## config.mk

```make
export PLATFORM = sky130hd
export DESIGN_NAME = isp_programming_command_engine_flat
export DESIGN_NICKNAME = d
export VERILOG_FILES = /design/src/sv/ispce_pkg.sv /design/src/sv/ispce_in_if.sv /design/src/sv/ispce_out_if.sv /design/src/sv/ispce_result_queue.sv /design/src/sv/isp_programming_command_engine.sv /design/src/flat_wrapper.sv
export SDC_FILE = /design/constraint.sdc
export NUM_CORES = 2
export LEC_CHECK = 0
export BUFFER_PORTS_ARGS = -buffer_cell sky130_fd_sc_hd__buf_2
export CORE_MARGIN = 10
export CORE_UTILIZATION = 51
export DETAILED_ROUTE_END_ITERATION = 16
export PLACE_DENSITY = 0.71
export SKIP_CTS_REPAIR_TIMING = 1
export SYNTH_ARGS = -nofsm -noshare
export SYNTH_HDL_FRONTEND = slang
export SYNTH_HIERARCHICAL = 1
export SYNTH_SLANG_ARGS = --single-unit
```

## constraint.sdc

```tcl
create_clock -name i_clk -period 18.6 [get_ports i_clk]
set_input_delay 3.72 -clock i_clk [delete_from_list [all_inputs] [get_ports i_clk]]
set_output_delay 3.72 -clock i_clk [all_outputs]
set_load 0.01 [all_outputs]
```

## src/sv/ispce_pkg.sv

```systemverilog
// Shared constants, types and helpers of the ISP programming command engine.
`timescale 1ns / 1ps
package ispce_pkg;

    localparam int BufferDepth = 256;
    localparam int PageWords   = 64;

    localparam int AddrW  = $clog2(BufferDepth);
    localparam int PlenW  = $clog2(BufferDepth + 1);
    localparam int CntW   = ($clog2(BufferDepth + 3) > 5) ? $clog2(BufferDepth + 3) : 5;
    localparam int PwcW   = $clog2(PageWords + 1);

    localparam int MaxRes  = 9;
    localparam int ResCntW = $clog2(MaxRes + 1);

    // input opcodes
    localparam logic [1:0] OpHost = 2'd0;
    localparam logic [1:0] OpDone = 2'd1;
    localparam logic [1:0] OpTick = 2'd2;

    // result kinds
    localparam logic [3:0] KTx        = 4'd0;
    localparam logic [3:0] KEeWrite   = 4'd1;
    localparam logic [3:0] KEeRead    = 4'd2;
    localparam logic [3:0] KFlashRead = 4'd3;
    localparam logic [3:0] KErase     = 4'd4;
    localparam logic [3:0] KRww       = 4'd5;
    localparam logic [3:0] KFill      = 4'd6;
    localparam logic [3:0] KPageWrite = 4'd7;
    localparam logic [3:0] KStartApp  = 4'd8;
    localparam logic [3:0] KReset     = 4'd9;

    // protocol bytes
    localparam logic [7:0] SyncEop  = 8'h20;
    localparam logic [7:0] RespSync = 8'h14;
    localparam logic [7:0] RespOk   = 8'h10;
    localparam logic [7:0] MemEeprom = 8'h45;
    localparam logic [7:0] DevExtThresh = 8'h85;
    localparam logic [7:0] UnivReadSig = 8'h30;
    localparam logic [7:0] ParamHwVer  = 8'h80;
    localparam logic [7:0] ParamSwMaj  = 8'h81;
    localparam logic [7:0] ParamSwMin  = 8'h82;
    localparam logic [7:0] ParamTopCard = 8'h98;
    localparam logic [7:0] TopCardValue = 8'h03;

    // commands
    localparam logic [7:0] CmdGetSync   = 8'h30;
    localparam logic [7:0] CmdSignOn    = 8'h31;
    localparam logic [7:0] CmdSetParam  = 8'h40;
    localparam logic [7:0] CmdGetParam  = 8'h41;
    localparam logic [7:0] CmdSetDevice = 8'h42;
    localparam logic [7:0] CmdSetDevExt = 8'h45;
    localparam logic [7:0] CmdEnterProg = 8'h50;
    localparam logic [7:0] CmdLeaveProg = 8'h51;
    localparam logic [7:0] CmdChipErase = 8'h52;
    localparam logic [7:0] CmdLoadAddr  = 8'h55;
    localparam logic [7:0] CmdUniversal = 8'h56;
    localparam logic [7:0] CmdProgPage  = 8'h64;
    localparam logic [7:0] CmdReadPage  = 8'h74;
    localparam logic [7:0] CmdReadSig   = 8'h75;
    localparam logic [7:0] CmdReadOsc   = 8'h76;

    // config register indexes
    localparam logic [2:0] RegMaxErr  = 3'd0;
    localparam logic [2:0] RegTimeout = 3'd1;
    localparam logic [2:0] RegHwVer   = 3'd2;
    localparam logic [2:0] RegSwMaj   = 3'd3;
    localparam logic [2:0] RegSwMin   = 3'd4;
    localparam logic [2:0] RegSig     = 3'd5;

    localparam logic [7:0] SignOnText [7] = '{8'h41, 8'h56, 8'h52, 8'h20, 8'h49, 8'h53, 8'h50};

    typedef struct packed {
        logic [3:0]  kind;
        logic [15:0] mem_address;
        logic [15:0] payload;
    } t_result;

    typedef struct packed {
        t_result [MaxRes-1:0] item;
        logic [ResCntW-1:0]   count;
    } t_res_list;

    function automatic t_res_list push(input t_res_list l, input logic [3:0] k,
                                       input logic [15:0] a, input logic [15:0] p);
        t_res_list r;
        r = l;
        if (r.count < ResCntW'(MaxRes)) begin
            r.item[r.count[ResCntW-1:0]] = '{kind: k, mem_address: a, payload: p};
            r.count = r.count + 1'b1;
        end
        return r;
    endfunction

endpackage

```

## src/sv/ispce_in_if.sv

```systemverilog
// Input channel: opcode and value of one item with valid/ready.
`timescale 1ns / 1ps
interface ispce_in_if;
    logic       valid;
    logic       ready;
    logic [1:0] opcode;
    logic [7:0] value;

    modport source (output valid, output opcode, output value, input ready);
    modport sink   (input valid, input opcode, input value, output ready);
endinterface

```

## src/sv/ispce_out_if.sv

```systemverilog
// Output channel: one result item with valid/ready.
`timescale 1ns / 1ps
interface ispce_out_if;
    logic        valid;
    logic        ready;
    logic [3:0]  kind;
    logic [15:0] mem_address;
    logic [15:0] payload;
    logic        last;

    modport source (output valid, output kind, output mem_address, output payload,
                    output last, input ready);
    modport sink   (input valid, input kind, input mem_address, input payload,
                    input last, output ready);
endinterface

```

## src/sv/ispce_result_queue.sv

```systemverilog
// Result queue: holds the results of one item and feeds the output register.
`timescale 1ns / 1ps
module ispce_result_queue
    import ispce_pkg::*;
(
    input  logic        i_clk,
    input  logic        i_rst_n,
    input  logic        i_load,
    input  t_res_list   i_list,
    output logic        o_can_load,
    ispce_out_if.source o_rsp
);

    typedef struct packed {
        t_result res;
        logic    last;
    } t_entry;

    t_entry             r_q [MaxRes];
    logic [ResCntW-1:0] r_cnt;
    logic               w_out_free;
    logic               w_pop;

    assign w_out_free = !o_rsp.valid || o_rsp.ready;
    assign w_pop      = (r_cnt != '0) && w_out_free;
    assign o_can_load = (r_cnt == '0) || ((r_cnt == ResCntW'(1)) && w_out_free);

    always_ff @(posedge i_clk) begin
        if (!i_rst_n) begin
            r_cnt <= '0;
        end else if (i_load) begin
            r_cnt <= i_list.count;
        end else if (w_pop) begin
            r_cnt <= r_cnt - 1'b1;
        end
    end

    always_ff @(posedge i_clk) begin
        for (int i = 0; i < MaxRes; i++) begin
            if (i_load) begin
                r_q[i].res  <= i_list.item[i];
                r_q[i].last <= (ResCntW'(i + 1) == i_list.count);
            end else if (w_pop && i < MaxRes - 1) begin
                r_q[i] <= r_q[i + 1];
            end
        end
    end

    always_ff @(posedge i_clk) begin
        if (!i_rst_n) begin
            o_rsp.valid <= 1'b0;
        end else if (w_pop) begin
            o_rsp.valid <= 1'b1;
        end else if (o_rsp.ready) begin
            o_rsp.valid <= 1'b0;
        end
    end

    always_ff @(posedge i_clk) begin
        if (w_pop) begin
            o_rsp.kind        <= r_q[0].res.kind;
            o_rsp.mem_address <= r_q[0].res.mem_address;
            o_rsp.payload     <= r_q[0].res.payload;
            o_rsp.last        <= r_q[0].last;
        end
    end

    a_cnt_range: assert property (@(posedge i_clk) disable iff (!i_rst_n)
        r_cnt <= ResCntW'(MaxRes))
        else $error("result count out of range");

    a_load_legal: assert property (@(posedge i_clk) disable iff (!i_rst_n)
        i_load |-> o_can_load)
        else $error("load while queue busy");

    a_load_count: assert property (@(posedge i_clk) disable iff (!i_rst_n)
        i_load |=> r_cnt == $past(i_list.count))
        else $error("queue count mismatch after load");

    a_pop_fill: assert property (@(posedge i_clk) disable iff (!i_rst_n)
        w_pop |=> o_rsp.valid)
        else $error("popped entry not presented");

endmodule

```

## src/sv/isp_programming_command_engine.sv

```systemverilog
// Top level of the ISP programming command engine.
`timescale 1ns / 1ps
// Usage:
//   i_cmd carries one item per handshake: opcode 0 is a host protocol byte,
//   1 a memory action completion (value = read data), 2 one timer tick.
//   o_rsp gives result items: tx bytes, memory actions, startapp or reset;
//   the last result caused by an input item carries last = 1.
//   Configuration is written through i_cfg_we / i_cfg_index / i_cfg_data,
//   one register per write; the user must write only while the engine is idle (not checked).
// Timing:
//   Each item is parsed in the cycle it is accepted; its results are loaded
//   into a small queue, then pass one per cycle through the output register
//   to o_rsp while the receiver is ready. An item is accepted every cycle as
//   long as each one causes at most one result and the receiver keeps up; an
//   item with more results holds the input while the output register drains them.
//   The page buffer is a 256 x 8 RAM with two registered read ports that
//   prefetch the bytes needed by the next EEPROM write or flash fill.
// Reset and stalls:
//   Synchronous reset returns to wait-command with all counters cleared and
//   the config registers at their defaults. The page buffer is not cleared.
//   A stalled receiver holds the output register; one more item is still
//   accepted behind it, then i_cmd.ready drops until the queue drains.
//   After startapp or reset results the engine ignores all input items.
module isp_programming_command_engine
    import ispce_pkg::*;
(
    input  logic        i_clk,
    input  logic        i_rst_n,
    ispce_in_if.sink    i_cmd,
    ispce_out_if.source o_rsp,
    input  logic        i_cfg_we,
    input  logic [2:0]  i_cfg_index,
    input  logic [23:0] i_cfg_data
);

    // parser phases
    localparam logic [3:0] PhCmd   = 4'd0;
    localparam logic [3:0] PhArgs  = 4'd1;
    localparam logic [3:0] PhTerm  = 4'd2;
    localparam logic [3:0] PhData  = 4'd3;
    localparam logic [3:0] PhEew   = 4'd4;
    localparam logic [3:0] PhErase = 4'd5;
    localparam logic [3:0] PhRww1  = 4'd6;
    localparam logic [3:0] PhFill  = 4'd7;
    localparam logic [3:0] PhPgw   = 4'd8;
    localparam logic [3:0] PhRww2  = 4'd9;
    localparam logic [3:0] PhRead  = 4'd10;

    // configuration
    logic [7:0]  r_max_err;
    logic [23:0] r_timeout;
    logic [7:0]  r_hw_ver;
    logic [7:0]  r_sw_maj;
    logic [7:0]  r_sw_min;
    logic [23:0] r_sig;

    // parser state
    logic [3:0]       r_phase, n_phase;
    logic [7:0]       r_cmd, n_cmd;
    logic [CntW-1:0]  r_bc, n_bc;
    logic [PlenW-1:0] r_plen, n_plen;
    logic [15:0]      r_addr, n_addr;
    logic [7:0]       r_err, n_err;
    logic [23:0]      r_idle, n_idle;
    logic             r_ee, n_ee;
    logic [PwcW-1:0]  r_pwc, n_pwc;
    logic [7:0]       r_h0, n_h0;
    logic [7:0]       r_h1, n_h1;
    logic             r_halted, n_halted;

    // page buffer
    logic [7:0]       mem [BufferDepth];
    logic [7:0]       r_rd_a, r_rd_b;
    logic [AddrW-1:0] w_pa_a, w_pa_b;
    logic [CntW-1:0]  w_pa;
    logic             w_wr_en;
    logic [AddrW-1:0] w_wr_addr;
    logic [7:0]       w_wr_data;

    logic       w_accept;
    logic       w_can_load;
    t_res_list  w_list;
    logic       w_do_err, w_rst_after, w_do_adv;
    logic [7:0] w_v;

    assign w_v         = i_cmd.value;
    assign w_accept    = i_cmd.valid && i_cmd.ready;
    assign i_cmd.ready = w_can_load;

    function automatic logic [4:0] args_needed(input logic [7:0] c, input logic [7:0] h0);
        case (c)
            CmdSetParam:  return (h0 > DevExtThresh) ? 5'd2 : 5'd1;
            CmdGetParam:  return 5'd1;
            CmdSetDevice: return 5'd20;
            CmdSetDevExt: return 5'd5;
            CmdLoadAddr:  return 5'd2;
            CmdUniversal: return 5'd4;
            CmdProgPage:  return 5'd3;
            CmdReadPage:  return 5'd3;
            default:      return 5'd0;
        endcase
    endfunction

    function automatic logic known_cmd(input logic [7:0] c);
        case (c)
            CmdGetSync, CmdSignOn, CmdSetParam, CmdGetParam, CmdSetDevice,
            CmdSetDevExt, CmdEnterProg, CmdLeaveProg, CmdChipErase, CmdLoadAddr,
            CmdUniversal, CmdProgPage, CmdReadPage, CmdReadSig, CmdReadOsc:
                return 1'b1;
            default:
                return 1'b0;
        endcase
    endfunction

    function automatic logic [7:0] sig_byte(input logic [23:0] s, input logic [1:0] k);
        case (k)
            2'd0:    return s[23:16];
            2'd1:    return s[15:8];
            default: return s[7:0];
        endcase
    endfunction

    // configuration registers
    always_ff @(posedge i_clk) begin
        if (!i_rst_n) begin
            r_max_err <= 8'd10;
            r_timeout <= 24'd1000000;
            r_hw_ver  <= 8'd2;
            r_sw_maj  <= 8'd1;
            r_sw_min  <= 8'd16;
            r_sig     <= 24'h1E950F;
        end else if (i_cfg_we) begin
            case (i_cfg_index)
                RegMaxErr:  r_max_err <= i_cfg_data[7:0];
                RegTimeout: r_timeout <= i_cfg_data;
                RegHwVer:   r_hw_ver  <= i_cfg_data[7:0];
                RegSwMaj:   r_sw_maj  <= i_cfg_data[7:0];
                RegSwMin:   r_sw_min  <= i_cfg_data[7:0];
                RegSig:     r_sig     <= i_cfg_data;
                default: ;
            endcase
        end
    end

    // one parse step per accepted item
    always_comb begin
        logic [4:0]       need;
        logic [CntW-1:0]  bc1;
        logic [PlenW-1:0] pl;
        logic [15:0]      len;
        logic [15:0]      a2;
        logic [7:0]       rsel;
        logic [PwcW-1:0]  pwc1;

        n_phase  = r_phase;
        n_cmd    = r_cmd;
        n_bc     = r_bc;
        n_plen   = r_plen;
        n_addr   = r_addr;
        n_err    = r_err;
        n_idle   = r_idle;
        n_ee     = r_ee;
        n_pwc    = r_pwc;
        n_h0     = r_h0;
        n_h1     = r_h1;
        n_halted = r_halted;
        w_list   = '0;
        w_do_err = 1'b0;
        w_rst_after = 1'b0;
        w_do_adv = 1'b0;
        w_wr_en  = 1'b0;
        w_wr_addr = '0;
        w_wr_data = '0;
        need = '0;
        bc1  = '0;
        pl   = '0;
        len  = '0;
        a2   = '0;
        rsel = '0;
        pwc1 = '0;

        if (w_accept && !r_halted) begin
            case (i_cmd.opcode)
                OpHost: begin
                    n_idle = '0;
                    case (r_phase)
                        PhCmd: begin
                            n_cmd = w_v;
                            n_bc  = '0;
                            n_h0  = '0;
                            n_h1  = '0;
                            if (!known_cmd(w_v)) begin
                                w_do_err = 1'b1;
                            end else begin
                                n_phase = (args_needed(w_v, 8'd0) == 5'd0) ? PhTerm : PhArgs;
                            end
                        end
                        PhArgs: begin
                            if (r_bc == '0) n_h0 = w_v;
                            if (r_cmd == CmdLoadAddr && r_bc == CntW'(1))
                                n_addr = {w_v, r_h0};
                            if (r_cmd == CmdUniversal && r_bc == CntW'(2)) begin
                                n_h1 = (r_h0 == UnivReadSig) ?
                                       sig_byte(r_sig, (w_v == 8'd0) ? 2'd0 :
                                                       ((w_v == 8'd1) ? 2'd1 : 2'd2)) : 8'd0;
                            end
                            if ((r_cmd == CmdProgPage || r_cmd == CmdReadPage) &&
                                r_bc == CntW'(1)) begin
                                len = {r_h0, w_v};
                                n_plen = (len > 16'(BufferDepth)) ? PlenW'(BufferDepth)
                                                                 : len[PlenW-1:0];
                            end
                            if ((r_cmd == CmdProgPage || r_cmd == CmdReadPage) &&
                                r_bc == CntW'(2)) begin
                                n_ee = (w_v == MemEeprom);
                                if (r_cmd == CmdReadPage) n_addr = {r_addr[14:0], 1'b0};
                            end
                            n_bc = r_bc + 1'b1;
                            need = args_needed(r_cmd, n_h0);
                            if (n_bc >= CntW'(need)) begin
                                if (r_cmd == CmdProgPage && n_plen != '0) begin
                                    n_bc    = '0;
                                    n_phase = PhData;
                                end else begin
                                    n_phase = PhTerm;
                                end
                            end
                        end
                        PhData: begin
                            if (r_bc < CntW'(BufferDepth)) begin
                                w_wr_en   = 1'b1;
                                w_wr_addr = r_bc[AddrW-1:0];
                                w_wr_data = w_v;
                            end
                            n_bc = r_bc + 1'b1;
                            if (n_bc >= CntW'(r_plen)) n_phase = PhTerm;
                        end
                        PhTerm: begin
                            if (w_v != SyncEop) begin
                                w_do_err    = 1'b1;
                                w_rst_after = (r_cmd == CmdLeaveProg);
                            end else begin
                                n_phase = PhCmd;
                                case (r_cmd)
                                    CmdSignOn: begin
                                        w_list = push(w_list, KTx, '0, {8'd0, RespSync});
                                        for (int i = 0; i < 7; i++)
                                            w_list = push(w_list, KTx, '0, {8'd0, SignOnText[i]});
                                        w_list = push(w_list, KTx, '0, {8'd0, RespOk});
                                    end
                                    CmdGetParam: begin
                                        case (r_h0)
                                            ParamHwVer:   rsel = r_hw_ver;
                                            ParamSwMaj:   rsel = r_sw_maj;
                                            ParamSwMin:   rsel = r_sw_min;
                                            ParamTopCard: rsel = TopCardValue;
                                            default:      rsel = 8'd0;
                                        endcase
                                        w_list = push(w_list, KTx, '0, {8'd0, RespSync});
                                        w_list = push(w_list, KTx, '0, {8'd0, rsel});
                                        w_list = push(w_list, KTx, '0, {8'd0, RespOk});
                                    end
                                    CmdLeaveProg: begin
                                        w_list = push(w_list, KTx, '0, {8'd0, RespSync});
                                        w_list = push(w_list, KTx, '0, {8'd0, RespOk});
                                        w_list = push(w_list, KReset, '0, '0);
                                        n_halted = 1'b1;
                                    end
                                    CmdUniversal: begin
                                        w_list = push(w_list, KTx, '0, {8'd0, RespSync});
                                        w_list = push(w_list, KTx, '0, {8'd0, r_h1});
                                        w_list = push(w_list, KTx, '0, {8'd0, RespOk});
                                    end
                                    CmdProgPage: begin
                                        a2     = {r_addr[14:0], 1'b0};
                                        n_addr = a2;
                                        n_bc   = '0;
                                        if (r_ee) begin
                                            if (r_plen == '0) begin
                                                w_list = push(w_list, KTx, '0, {8'd0, RespSync});
                                                w_list = push(w_list, KTx, '0, {8'd0, RespOk});
                                            end else begin
                                                w_list = push(w_list, KEeWrite, a2, {8'd0, r_rd_a});
                                                n_phase = PhEew;
                                            end
                                        end else begin
                                            pl = r_plen;
                                            if (pl[0]) begin
                                                // odd length: pad the last word
                                                w_wr_en   = 1'b1;
                                                w_wr_addr = pl[AddrW-1:0];
                                                w_wr_data = 8'hFF;
                                                pl = pl + 1'b1;
                                            end
                                            n_plen = pl;
                                            if (pl == '0) begin
                                                w_list = push(w_list, KTx, '0, {8'd0, RespSync});
                                                w_list = push(w_list, KTx, '0, {8'd0, RespOk});
                                            end else begin
                                                n_pwc  = '0;
                                                w_list = push(w_list, KErase, a2, '0);
                                                n_phase = PhErase;
                                            end
                                        end
                                    end
                                    CmdReadPage: begin
                                        w_list = push(w_list, KTx, '0, {8'd0, RespSync});
                                        n_bc = '0;
                                        if (r_plen == '0) begin
                                            w_list = push(w_list, KTx, '0, {8'd0, RespOk});
                                        end else begin
                                            w_list = push(w_list, r_ee ? KEeRead : KFlashRead,
                                                          r_addr, '0);
                                            n_phase = PhRead;
                                        end
                                    end
                                    CmdReadSig: begin
                                        w_list = push(w_list, KTx, '0, {8'd0, RespSync});
                                        w_list = push(w_list, KTx, '0, {8'd0, r_sig[23:16]});
                                        w_list = push(w_list, KTx, '0, {8'd0, r_sig[15:8]});
                                        w_list = push(w_list, KTx, '0, {8'd0, r_sig[7:0]});
                                        w_list = push(w_list, KTx, '0, {8'd0, RespOk});
                                    end
                                    CmdReadOsc: begin
                                        w_list = push(w_list, KTx, '0, {8'd0, RespSync});
                                        w_list = push(w_list, KTx, '0, 16'd0);
                                        w_list = push(w_list, KTx, '0, {8'd0, RespOk});
                                    end
                                    default: begin
                                        w_list = push(w_list, KTx, '0, {8'd0, RespSync});
                                        w_list = push(w_list, KTx, '0, {8'd0, RespOk});
                                    end
                                endcase
                            end
                        end
                        default: ;
                    endcase
                end
                OpDone: begin
                    if (r_phase >= PhEew) begin
                        n_idle = '0;
                        case (r_phase)
                            PhEew: begin
                                bc1  = r_bc + 1'b1;
                                n_bc = bc1;
                                if (bc1 < CntW'(r_plen)) begin
                                    w_list = push(w_list, KEeWrite, r_addr + 16'(bc1),
                                                  {8'd0, r_rd_a});
                                end else begin
                                    w_list = push(w_list, KTx, '0, {8'd0, RespSync});
                                    w_list = push(w_list, KTx, '0, {8'd0, RespOk});
                                    n_phase = PhCmd;
                                end
                            end
                            PhErase: begin
                                w_list  = push(w_list, KRww, r_addr, '0);
                                n_phase = PhRww1;
                            end
                            PhRww1: begin
                                w_list  = push(w_list, KFill, r_addr, {r_rd_b, r_rd_a});
                                n_phase = PhFill;
                            end
                            PhFill: begin
                                pwc1 = r_pwc + 1'b1;
                                if (pwc1 >= PwcW'(PageWords)) begin
                                    n_pwc   = '0;
                                    w_list  = push(w_list, KPageWrite, r_addr, '0);
                                    n_phase = PhPgw;
                                end else begin
                                    n_pwc    = pwc1;
                                    w_do_adv = 1'b1;
                                end
                            end
                            PhPgw: begin
                                w_list  = push(w_list, KRww, r_addr, '0);
                                n_phase = PhRww2;
                            end
                            PhRww2: begin
                                w_do_adv = 1'b1;
                            end
                            PhRead: begin
                                w_list = push(w_list, KTx, '0, {8'd0, w_v});
                                n_addr = r_addr + 16'd1;
                                bc1    = r_bc + 1'b1;
                                n_bc   = bc1;
                                if (bc1 < CntW'(r_plen)) begin
                                    w_list = push(w_list, r_ee ? KEeRead : KFlashRead,
                                                  n_addr, '0);
                                end else begin
                                    w_list = push(w_list, KTx, '0, {8'd0, RespOk});
                                    n_phase = PhCmd;
                                end
                            end
                            default: ;
                        endcase
                    end
                end
                OpTick: begin
                    if (r_phase < PhEew) begin
                        if (r_idle != 24'hFFFFFF) n_idle = r_idle + 1'b1;
                        if (n_idle >= r_timeout) begin
                            w_list   = push(w_list, KStartApp, '0, '0);
                            n_halted = 1'b1;
                        end
                    end
                end
                default: ;
            endcase

            // step to the next flash word
            if (w_do_adv) begin
                n_addr = r_addr + 16'd2;
                n_bc   = r_bc + CntW'(2);
                pl     = (r_plen > PlenW'(2)) ? r_plen - PlenW'(2) : '0;
                n_plen = pl;
                if (pl == '0) begin
                    if (n_pwc == '0) begin
                        w_list = push(w_list, KTx, '0, {8'd0, RespSync});
                        w_list = push(w_list, KTx, '0, {8'd0, RespOk});
                        n_phase = PhCmd;
                    end else begin
                        // final partial page
                        n_plen  = PlenW'(2);
                        n_pwc   = '0;
                        w_list  = push(w_list, KPageWrite, n_addr, '0);
                        n_phase = PhPgw;
                    end
                end else if (n_pwc == '0) begin
                    w_list  = push(w_list, KErase, n_addr, '0);
                    n_phase = PhErase;
                end else begin
                    w_list  = push(w_list, KFill, n_addr, {r_rd_b, r_rd_a});
                    n_phase = PhFill;
                end
            end

            // error counting, saturating
            if (w_do_err) begin
                if (r_err != 8'hFF) n_err = r_err + 1'b1;
                if (n_err > r_max_err) begin
                    w_list   = push(w_list, KStartApp, '0, '0);
                    n_halted = 1'b1;
                end
                n_phase = PhCmd;
                if (w_rst_after && !n_halted) begin
                    w_list   = push(w_list, KReset, '0, '0);
                    n_halted = 1'b1;
                end
            end
        end
    end

    // prefetch address for the next buffer read
    always_comb begin
        case (n_phase)
            PhEew:   w_pa = n_bc + 1'b1;
            PhRww1:  w_pa = n_bc;
            PhFill:  w_pa = n_bc + CntW'(2);
            default: w_pa = '0;
        endcase
    end

    assign w_pa_a = w_pa[AddrW-1:0];
    assign w_pa_b = w_pa_a + 1'b1;

    always_ff @(posedge i_clk) begin
        if (w_wr_en) mem[w_wr_addr] <= w_wr_data;
        r_rd_a <= (w_wr_en && w_wr_addr == w_pa_a) ? w_wr_data : mem[w_pa_a];
        r_rd_b <= (w_wr_en && w_wr_addr == w_pa_b) ? w_wr_data : mem[w_pa_b];
    end

    always_ff @(posedge i_clk) begin
        if (!i_rst_n) begin
            r_phase  <= PhCmd;
            r_cmd    <= '0;
            r_bc     <= '0;
            r_plen   <= '0;
            r_addr   <= '0;
            r_err    <= '0;
            r_idle   <= '0;
            r_ee     <= 1'b0;
            r_pwc    <= '0;
            r_h0     <= '0;
            r_h1     <= '0;
            r_halted <= 1'b0;
        end else begin
            r_phase  <= n_phase;
            r_cmd    <= n_cmd;
            r_bc     <= n_bc;
            r_plen   <= n_plen;
            r_addr   <= n_addr;
            r_err    <= n_err;
            r_idle   <= n_idle;
            r_ee     <= n_ee;
            r_pwc    <= n_pwc;
            r_h0     <= n_h0;
            r_h1     <= n_h1;
            r_halted <= n_halted;
        end
    end

    ispce_result_queue u_queue (
        .i_clk      (i_clk),
        .i_rst_n    (i_rst_n),
        .i_load     (w_accept),
        .i_list     (w_list),
        .o_can_load (w_can_load),
        .o_rsp      (o_rsp)
    );

    a_halt_sticky: assert property (@(posedge i_clk) disable iff (!i_rst_n)
        r_halted |=> r_halted)
        else $error("halt released without reset");

    a_halt_silent: assert property (@(posedge i_clk) disable iff (!i_rst_n)
        r_halted |-> w_list.count == '0)
        else $error("results while halted");

    a_pwc_range: assert property (@(posedge i_clk) disable iff (!i_rst_n)
        r_pwc < PwcW'(PageWords))
        else $error("page word count out of range");

    a_plen_range: assert property (@(posedge i_clk) disable iff (!i_rst_n)
        r_plen <= PlenW'(BufferDepth))
        else $error("page length above buffer depth");

endmodule

```

## src/flat_wrapper.sv

```systemverilog
// flat-port wrapper written by rule: the top's interface ports become plain ports
module isp_programming_command_engine_flat import ispce_pkg::*;
  (i_clk, i_rst_n, i_cfg_we, i_cfg_index, i_cfg_data, i_cmd_valid, i_cmd_opcode, i_cmd_value, i_cmd_ready, o_rsp_valid, o_rsp_kind, o_rsp_mem_address, o_rsp_payload, o_rsp_last, o_rsp_ready);
  ispce_in_if i_cmd_i ();
  ispce_out_if o_rsp_i ();
  input  logic i_clk;
  input  logic i_rst_n;
  input  logic i_cfg_we;
  input  logic [2:0] i_cfg_index;
  input  logic [23:0] i_cfg_data;
  input wire logic [$bits(i_cmd_i.valid)-1:0] i_cmd_valid;
  input wire logic [$bits(i_cmd_i.opcode)-1:0] i_cmd_opcode;
  input wire logic [$bits(i_cmd_i.value)-1:0] i_cmd_value;
  output wire logic [$bits(i_cmd_i.ready)-1:0] i_cmd_ready;
  output wire logic [$bits(o_rsp_i.valid)-1:0] o_rsp_valid;
  output wire logic [$bits(o_rsp_i.kind)-1:0] o_rsp_kind;
  output wire logic [$bits(o_rsp_i.mem_address)-1:0] o_rsp_mem_address;
  output wire logic [$bits(o_rsp_i.payload)-1:0] o_rsp_payload;
  output wire logic [$bits(o_rsp_i.last)-1:0] o_rsp_last;
  input wire logic [$bits(o_rsp_i.ready)-1:0] o_rsp_ready;
  assign i_cmd_i.valid = i_cmd_valid;
  assign i_cmd_i.opcode = i_cmd_opcode;
  assign i_cmd_i.value = i_cmd_value;
  assign i_cmd_ready = i_cmd_i.ready;
  assign o_rsp_valid = o_rsp_i.valid;
  assign o_rsp_kind = o_rsp_i.kind;
  assign o_rsp_mem_address = o_rsp_i.mem_address;
  assign o_rsp_payload = o_rsp_i.payload;
  assign o_rsp_last = o_rsp_i.last;
  assign o_rsp_i.ready = o_rsp_ready;
  isp_programming_command_engine u_core (.i_clk(i_clk), .i_rst_n(i_rst_n), .i_cmd(i_cmd_i), .o_rsp(o_rsp_i), .i_cfg_we(i_cfg_we), .i_cfg_index(i_cfg_index), .i_cfg_data(i_cfg_data));
endmodule
```

### After elaboration in Yosys (flattened, before gate mapping)

Memories as Yosys holds them, arrays and structs flattened. A register that Yosys moved wholly into a read port is not among the register bits.
Cells that the tools add are included.

* add/sub/neg operators: 44
* magnitude comparators: 102
* eq/ne operators: 80
* multiplexer cells: 457
* bitwise logic cells: 82
* reductions and logical operators: 88

Operators with widths (count)
* two-way mux 328 bit: 131
* NOT 315 bit: 15
* demux 36 bit (select 4 bit): 30
* bitwise mux 324 bit: 10
* one-hot mux 328 bit (8 select lines): 1
* two-way mux 40 bit: 64
* bitwise AND 315 bit: 8
* bitwise AND 35 x 315 -> 315 bit: 7
* one-hot mux 328 bit (5 select lines): 1
* NOT 306 bit: 5
* bitwise AND 306 bit: 4
* two-way mux 36 bit: 30
* one-hot mux 328 bit (3 select lines): 1
* bitwise AND 297 bit: 2
* NOT 297 bit: 2
* bitwise AND 288 bit: 2
* NOT 288 bit: 2
* bitwise AND 36 x 324 -> 324 bit: 1
* NOT 324 bit: 1
* bitwise AND 34 x 306 -> 306 bit: 1
* two-way mux 37 bit: 8
* two-way mux 9 bit: 28
* two-way mux 8 bit: 28
* equality test 8 x 7 -> 1 bit, second input constant: 24
* 105 further kinds: 447

* bits in registers: 188
* memory bits (writable): 2381
* output and inout bits: 39
* word-level logic and storage cells: 875
* memories kept: 2

Memory list
* u_core.mem: depth 256, width 8, read ports 2, clocked after Yosys merged registers in 2, wr ports 1, RTL line isp_programming_command_engine.sv:72 `logic [7:0] mem [BufferDepth];`
* u_core.u_queue.r_q: depth 9, width 37, read ports 9, clocked after Yosys merged registers in 1, wr ports 9, RTL line ispce_result_queue.sv:19 `t_entry r_q [MaxRes];`

### Longest topological paths before layout

* word-level depth: 147
* mapped depth: 35
* depth with buffers taken out: 33

### Cells and area by module

Netlist, hierarchy kept.

Modules (own cells, without submodules)
* isp_programming_command_engine: instances 1, cells an instance 6508, area each 111454.4 µm², seq. area each 65482.8 µm²
* ispce_result_queue: instances 1, cells an instance 750, area each 15099.5 µm², seq. area each 11210.8 µm²

### Worst setup path before layout

OpenSTA, ideal clock, no wires.

* path kind: input to register
* start: in i_cmd_value[1]
* end: mem u_core.mem[0][5] (data pin)
* data arrival time: 8.972 ns
* path slack: 8.761 ns
* stages on the path: 9
* cells stage by stage: buf_6 -> or4b_4 -> nor4_4 -> nand3_1 -> nor2_1 -> nor2_1 -> nor2_1 -> clkbuf_1 -> and2_1

* longest elaborated chain between the ends: 5

RTL lines
* from (decl): RTL line flat_wrapper.sv:13 `input wire logic [$bits(i_cmd_i.value)-1:0] i_cmd_value;`
* != test 8 x 6 -> 1 bit: RTL line isp_programming_command_engine.sv:239 `if (w_v != SyncEop) begin`
* two-way mux 8 bit: RTL line isp_programming_command_engine.sv:239
* one-hot mux 8 bit (2 select lines): RTL line isp_programming_command_engine.sv:186 `case (r_phase)`
* two-way mux 8 bit: RTL line isp_programming_command_engine.sv:183 `case (i_cmd.opcode)`
* two-way mux 8 bit: RTL line isp_programming_command_engine.sv:182 `if (w_accept && !r_halted) begin`
* named net u_core.w_wr_data[5]: RTL line isp_programming_command_engine.sv:78 `logic [7:0] w_wr_data;`
* to (decl): RTL line isp_programming_command_engine.sv:72

The timed path passes the listed nets, and every way through them passes these cells.

==> flow_summary_export.csv <==
group,metric,value,unit
floorplanning,dieArea,268000,um^2
sta,layout_setup_ws,8.30,ns
placement,pre_cts_ws,7.62,ns
setup_path,cp-start-kind,"input pin",
floorplanning,fp.dieW,518,um
drt,dr_wl_met2,170000,um
drt,via_count,74300,
synth,synth_common_cells,"2418 x edfxtp_1, 1360 x mux4_2, 564 x nor2_1, 380 x clkbuf_1, 379 x nand2_1",
drt,m1WireLength,130000,um
drt,firstDrtPassIters,8,
synth,syn_inst,7258,
sta,final_max_slew_viol_count,0,
synth,avgSynthCellArea,17.4,um^2
grt,gr-total-overflow,0,
pwr,powerDensity,100,nW/um^2
floorplanning,initial_utilization,51.4,%
floorplanning,core_area,246000,um^2
sta,finalCritPeriodShare,55.4,%
synth,synth_cell_type_count,105,
min_path,min_delay_path_depth,0,
sta,setup_viol,0,
sta,fmax,97.1,MHz
synth,ys_seq_area_share,60.6,%
pwr,leakagePower,0.0365,uW
synth,synth.largest_area_cell,"edfxtp_1",
grt,antenna_found_initial,28,
synth,synth-seq-cells,2622,
min_path,hold_class,"reg2reg",
sta,rsz0062_at_grt,"no",
sta,slew_headroom,5.61,%
sta,finClkSkew,0.0931,ns
synth,async_flop_share,0,%
synth,synth_top_area_share,57.4,%
sta,setup_tns,0,ns
cts,clkTransAtPathRegs,0.06,ns
final_layout,layout.nets,7559,
grt,grt_pass1_vias,73900,
cts,insertion_delay,0.95,ns
drt,wl,355000,um
synth,synth-edff-count,2418,
outcome,status,"finished, final reports clean",
flow_run,cap_viol_max_count,0,
floorplanning,pin_count,81,
min_path,worstHoldStart,"u_core/u_queue/r_q[0][36]",
setup_path,cp.required,19.36,ns
drt,top_layer,"met5",
pwr,finalPower,14000,uW
setup_path,critical_path_arrival,11.06,ns
setup_path,reg2reg_slack,9.17,ns
grt,track_usage,25.8,%
synth,synth_area,127000,um^2
sta,hold_slack,0.419,ns
setup_path,critical_path.max_fanout,23,
drt,drc,0,
cts,cts_tree,"done",
synth,synth_ff_type,"edfxtp_1",
cts,cts_sinks,2622,
drt,wl_per_cell,32.4,um
setup_path,end_kind,"flip-flop",
grt,grt_first_pass_wirelength,519000,um
sta,post-route-min-period,10.30,ns
synth,yosys_warnings,6,
final_layout,fillers,18500,
pwr,vdd_drop_max,0.195,mV
sta,hold_viol,0,
placement,placed_cell_area,131000,um^2
placement,place_hpwl,228000,um
drt,ant_nets,0,
setup_path,reg2regPathDepth,26,
cts,clock_path_buffers,4,
synth,synth_most_common_cell,"edfxtp_1",
placement,numPortBuffers,80,
floorplanning,die_h,518,um
cts,cts_buffers,295,
placement,routabilityCongestion,0.942,
grt,grt_max_degree,210,
setup_path,worst-setup-path-type,"in2reg",
cts,htreeDepth,5,
final_layout,area_growth,10.7,%
drt,vias_per_cell,6.78,
synth,synth_area_leaders,"edfxtp_1 57%, mux4_2 24%, dfxtp_1 3.2%, mux2_1 2.1%, nor2_1 1.7%",
final_layout,drive_gt1_share,27.4,%
min_path,hold_end,"u_core/u_queue/o_rsp.kind[3]",
drt,drt_first_iter_violations,10300,
setup_path,r2r_end,"u_core/u_queue/r_q[0][27]",
sta,tightest_slew,1.42,ns
drt,wl_met3,36600,um
final_layout,finalInstanceArea,140000,um^2
cts,clockRootBuffer,"clkbuf_16",
setup_path,timing.rr.start,"u_core/r_bc[2]",
floorplanning,placementRows,182,
[layout by cell type, fill, tap and decap left out, drive strengths merged, types with 16 or more instances in the layout]
| master | synthesis | routed |
|---|---|---|
| or2 | 17 | 17 |
| ha | 87 | 87 |
| o21a | 19 | 19 |
| a22oi | 57 | 57 |
| nand2 | 379 | 379 |
| a21oi | 250 | 250 |
| and3 | 52 | 52 |
| nor2 | 564 | 564 |
| nand3b | 18 | 18 |
| dfxtp | 204 | 204 |
| xnor2 | 44 | 44 |
| nand2b | 34 | 34 |
| mux4 | 1360 | 1360 |
| o21ai | 151 | 151 |
| mux2i | 33 | 33 |
| a21o | 27 | 27 |
| xor2 | 25 | 25 |
| conb | 1 | 229 |
| mux2 | 298 | 298 |
| o211ai | 31 | 31 |
| inv | 85 | 99 |
| or3 | 26 | 26 |
| nand4 | 33 | 33 |
| a31oi | 31 | 31 |
| and2 | 18 | 18 |
| a221oi | 19 | 19 |
| nor4 | 16 | 16 |
| edfxtp | 2418 | 2418 |
| a211oi | 20 | 20 |
| buf | 169 | 195 |
| nor2b | 23 | 23 |
| bufinv | 0 | 21 |
| clkinv | 2 | 113 |
| nor3 | 72 | 72 |
| nand3 | 91 | 91 |
| clkbuf | 380 | 355 |
[kinds of logic after synthesis]
family	count (synthesis)	synth area share, %
compound gates	749	3.83
xor+xnor	69	0.478
fa+ha+maj	88	0.876
buf+inv	636	2.00
flops	2622	60.6
mux	1691	27.1
other cells	1	0.00296
simple gates	1402	5.10
[flip-flops by register name, summed over array words and instances, names as in the netlist, 8 cells and up, named ones only]
register / count
u_core/r_h0: 8
u_core/u_queue/o_rsp.mem_address: 16
u_core/r_addr: 16
u_core/r_hw_ver: 8
u_core/r_idle: 24
u_core/r_plen: 9
u_core/r_max_err: 8
u_core/r_bc: 9
u_core/r_err: 8
u_core/r_cmd: 8
u_core/r_h1: 8
u_core/r_sw_min: 8
u_core/r_sig: 24
u_core/r_timeout: 24
u_core/r_sw_maj: 8
u_core/mem: 2048
u_core/u_queue/o_rsp.payload: 16
u_core/u_queue/r_q: 333
[routing by layer]
| layer | track usage, % | vias to the layer above |
|---|---|---|
| li1 | - | 30200 |
| met5 | 0 | - |
| met3 | 6.06 | 858 |
| met1 | 34.5 | 38900 |
| met2 | 41.1 | 4378 |
| met4 | 10.7 | 18 |
[worst max path at each step]
stage | start | to | slack, ns | cells past startpoint
after floorplan | i_cmd_value[1] | u_core/mem[0][5] | 8.76 | 9
after global placement | i_cmd_value[0] | u_core/u_queue/r_q[0][31] | 7.72 | 21
after detailed placement | i_cmd_value[0] | u_core/u_queue/r_q[0][27] | 7.62 | 21
after CTS | i_cmd_value[0] | u_core/u_queue/r_q[0][27] | 8.55 | 21
after global routing | i_cmd_value[0] | u_core/u_queue/r_q[0][18] | 7.98 | 21
final | i_cmd_value[0] | u_core/u_queue/r_q[0][27] | 8.30 | 21
[power by group]
group	total, uW	internal, uW	switching, uW	leakage [uW]
clock network	5550	3240	2320	0.00444
logic	1270	455	818	0.0126
registers	7220	7060	160	0.0195
[final cells by class]
class	count	area, um^2	share of cell area, %
inverters	87	329	0.235
multi-input cells	4228	48300	34.5
clock inverters	152	1340	0.953
flip-flops and latches	2622	76700	54.8
repair buffers	195	1490	1.06
clock buffers	355	7700	5.50
diodes	10	25.0	0.0179
well taps	3312	4140	2.96
[worst max-delay path, stage by stage]
cell and delay (ns):
buf_2 0.29, or4b_4 0.59, nor4_4 0.67, and3_1 0.29
a21boi_1 0.08, a211o_1 0.29, a2111oi_4 0.71, nand2_1 0.26
xnor2_1 0.24, o21a_1 0.56, nor3_2 0.17, ha_1 0.25
o21ai_0 0.36, inv_1 0.13, xnor2_1 0.30, inv_1 0.11
ha_1 0.21, a32oi_1 0.43, nand2_1 0.73, a31oi_1 0.42
mux2_1 0.18
[through the flow]
step,utilization (%),instances
6_report,56.8,11000
5_1_grt,56.8,11000
4_1_cts,56.8,11000
3_5_place_dp,53.2,10400
3_3_place_gp,53.2,10400
2_1_floorplan,-,7486
Power figures use the tool's default switching activity.
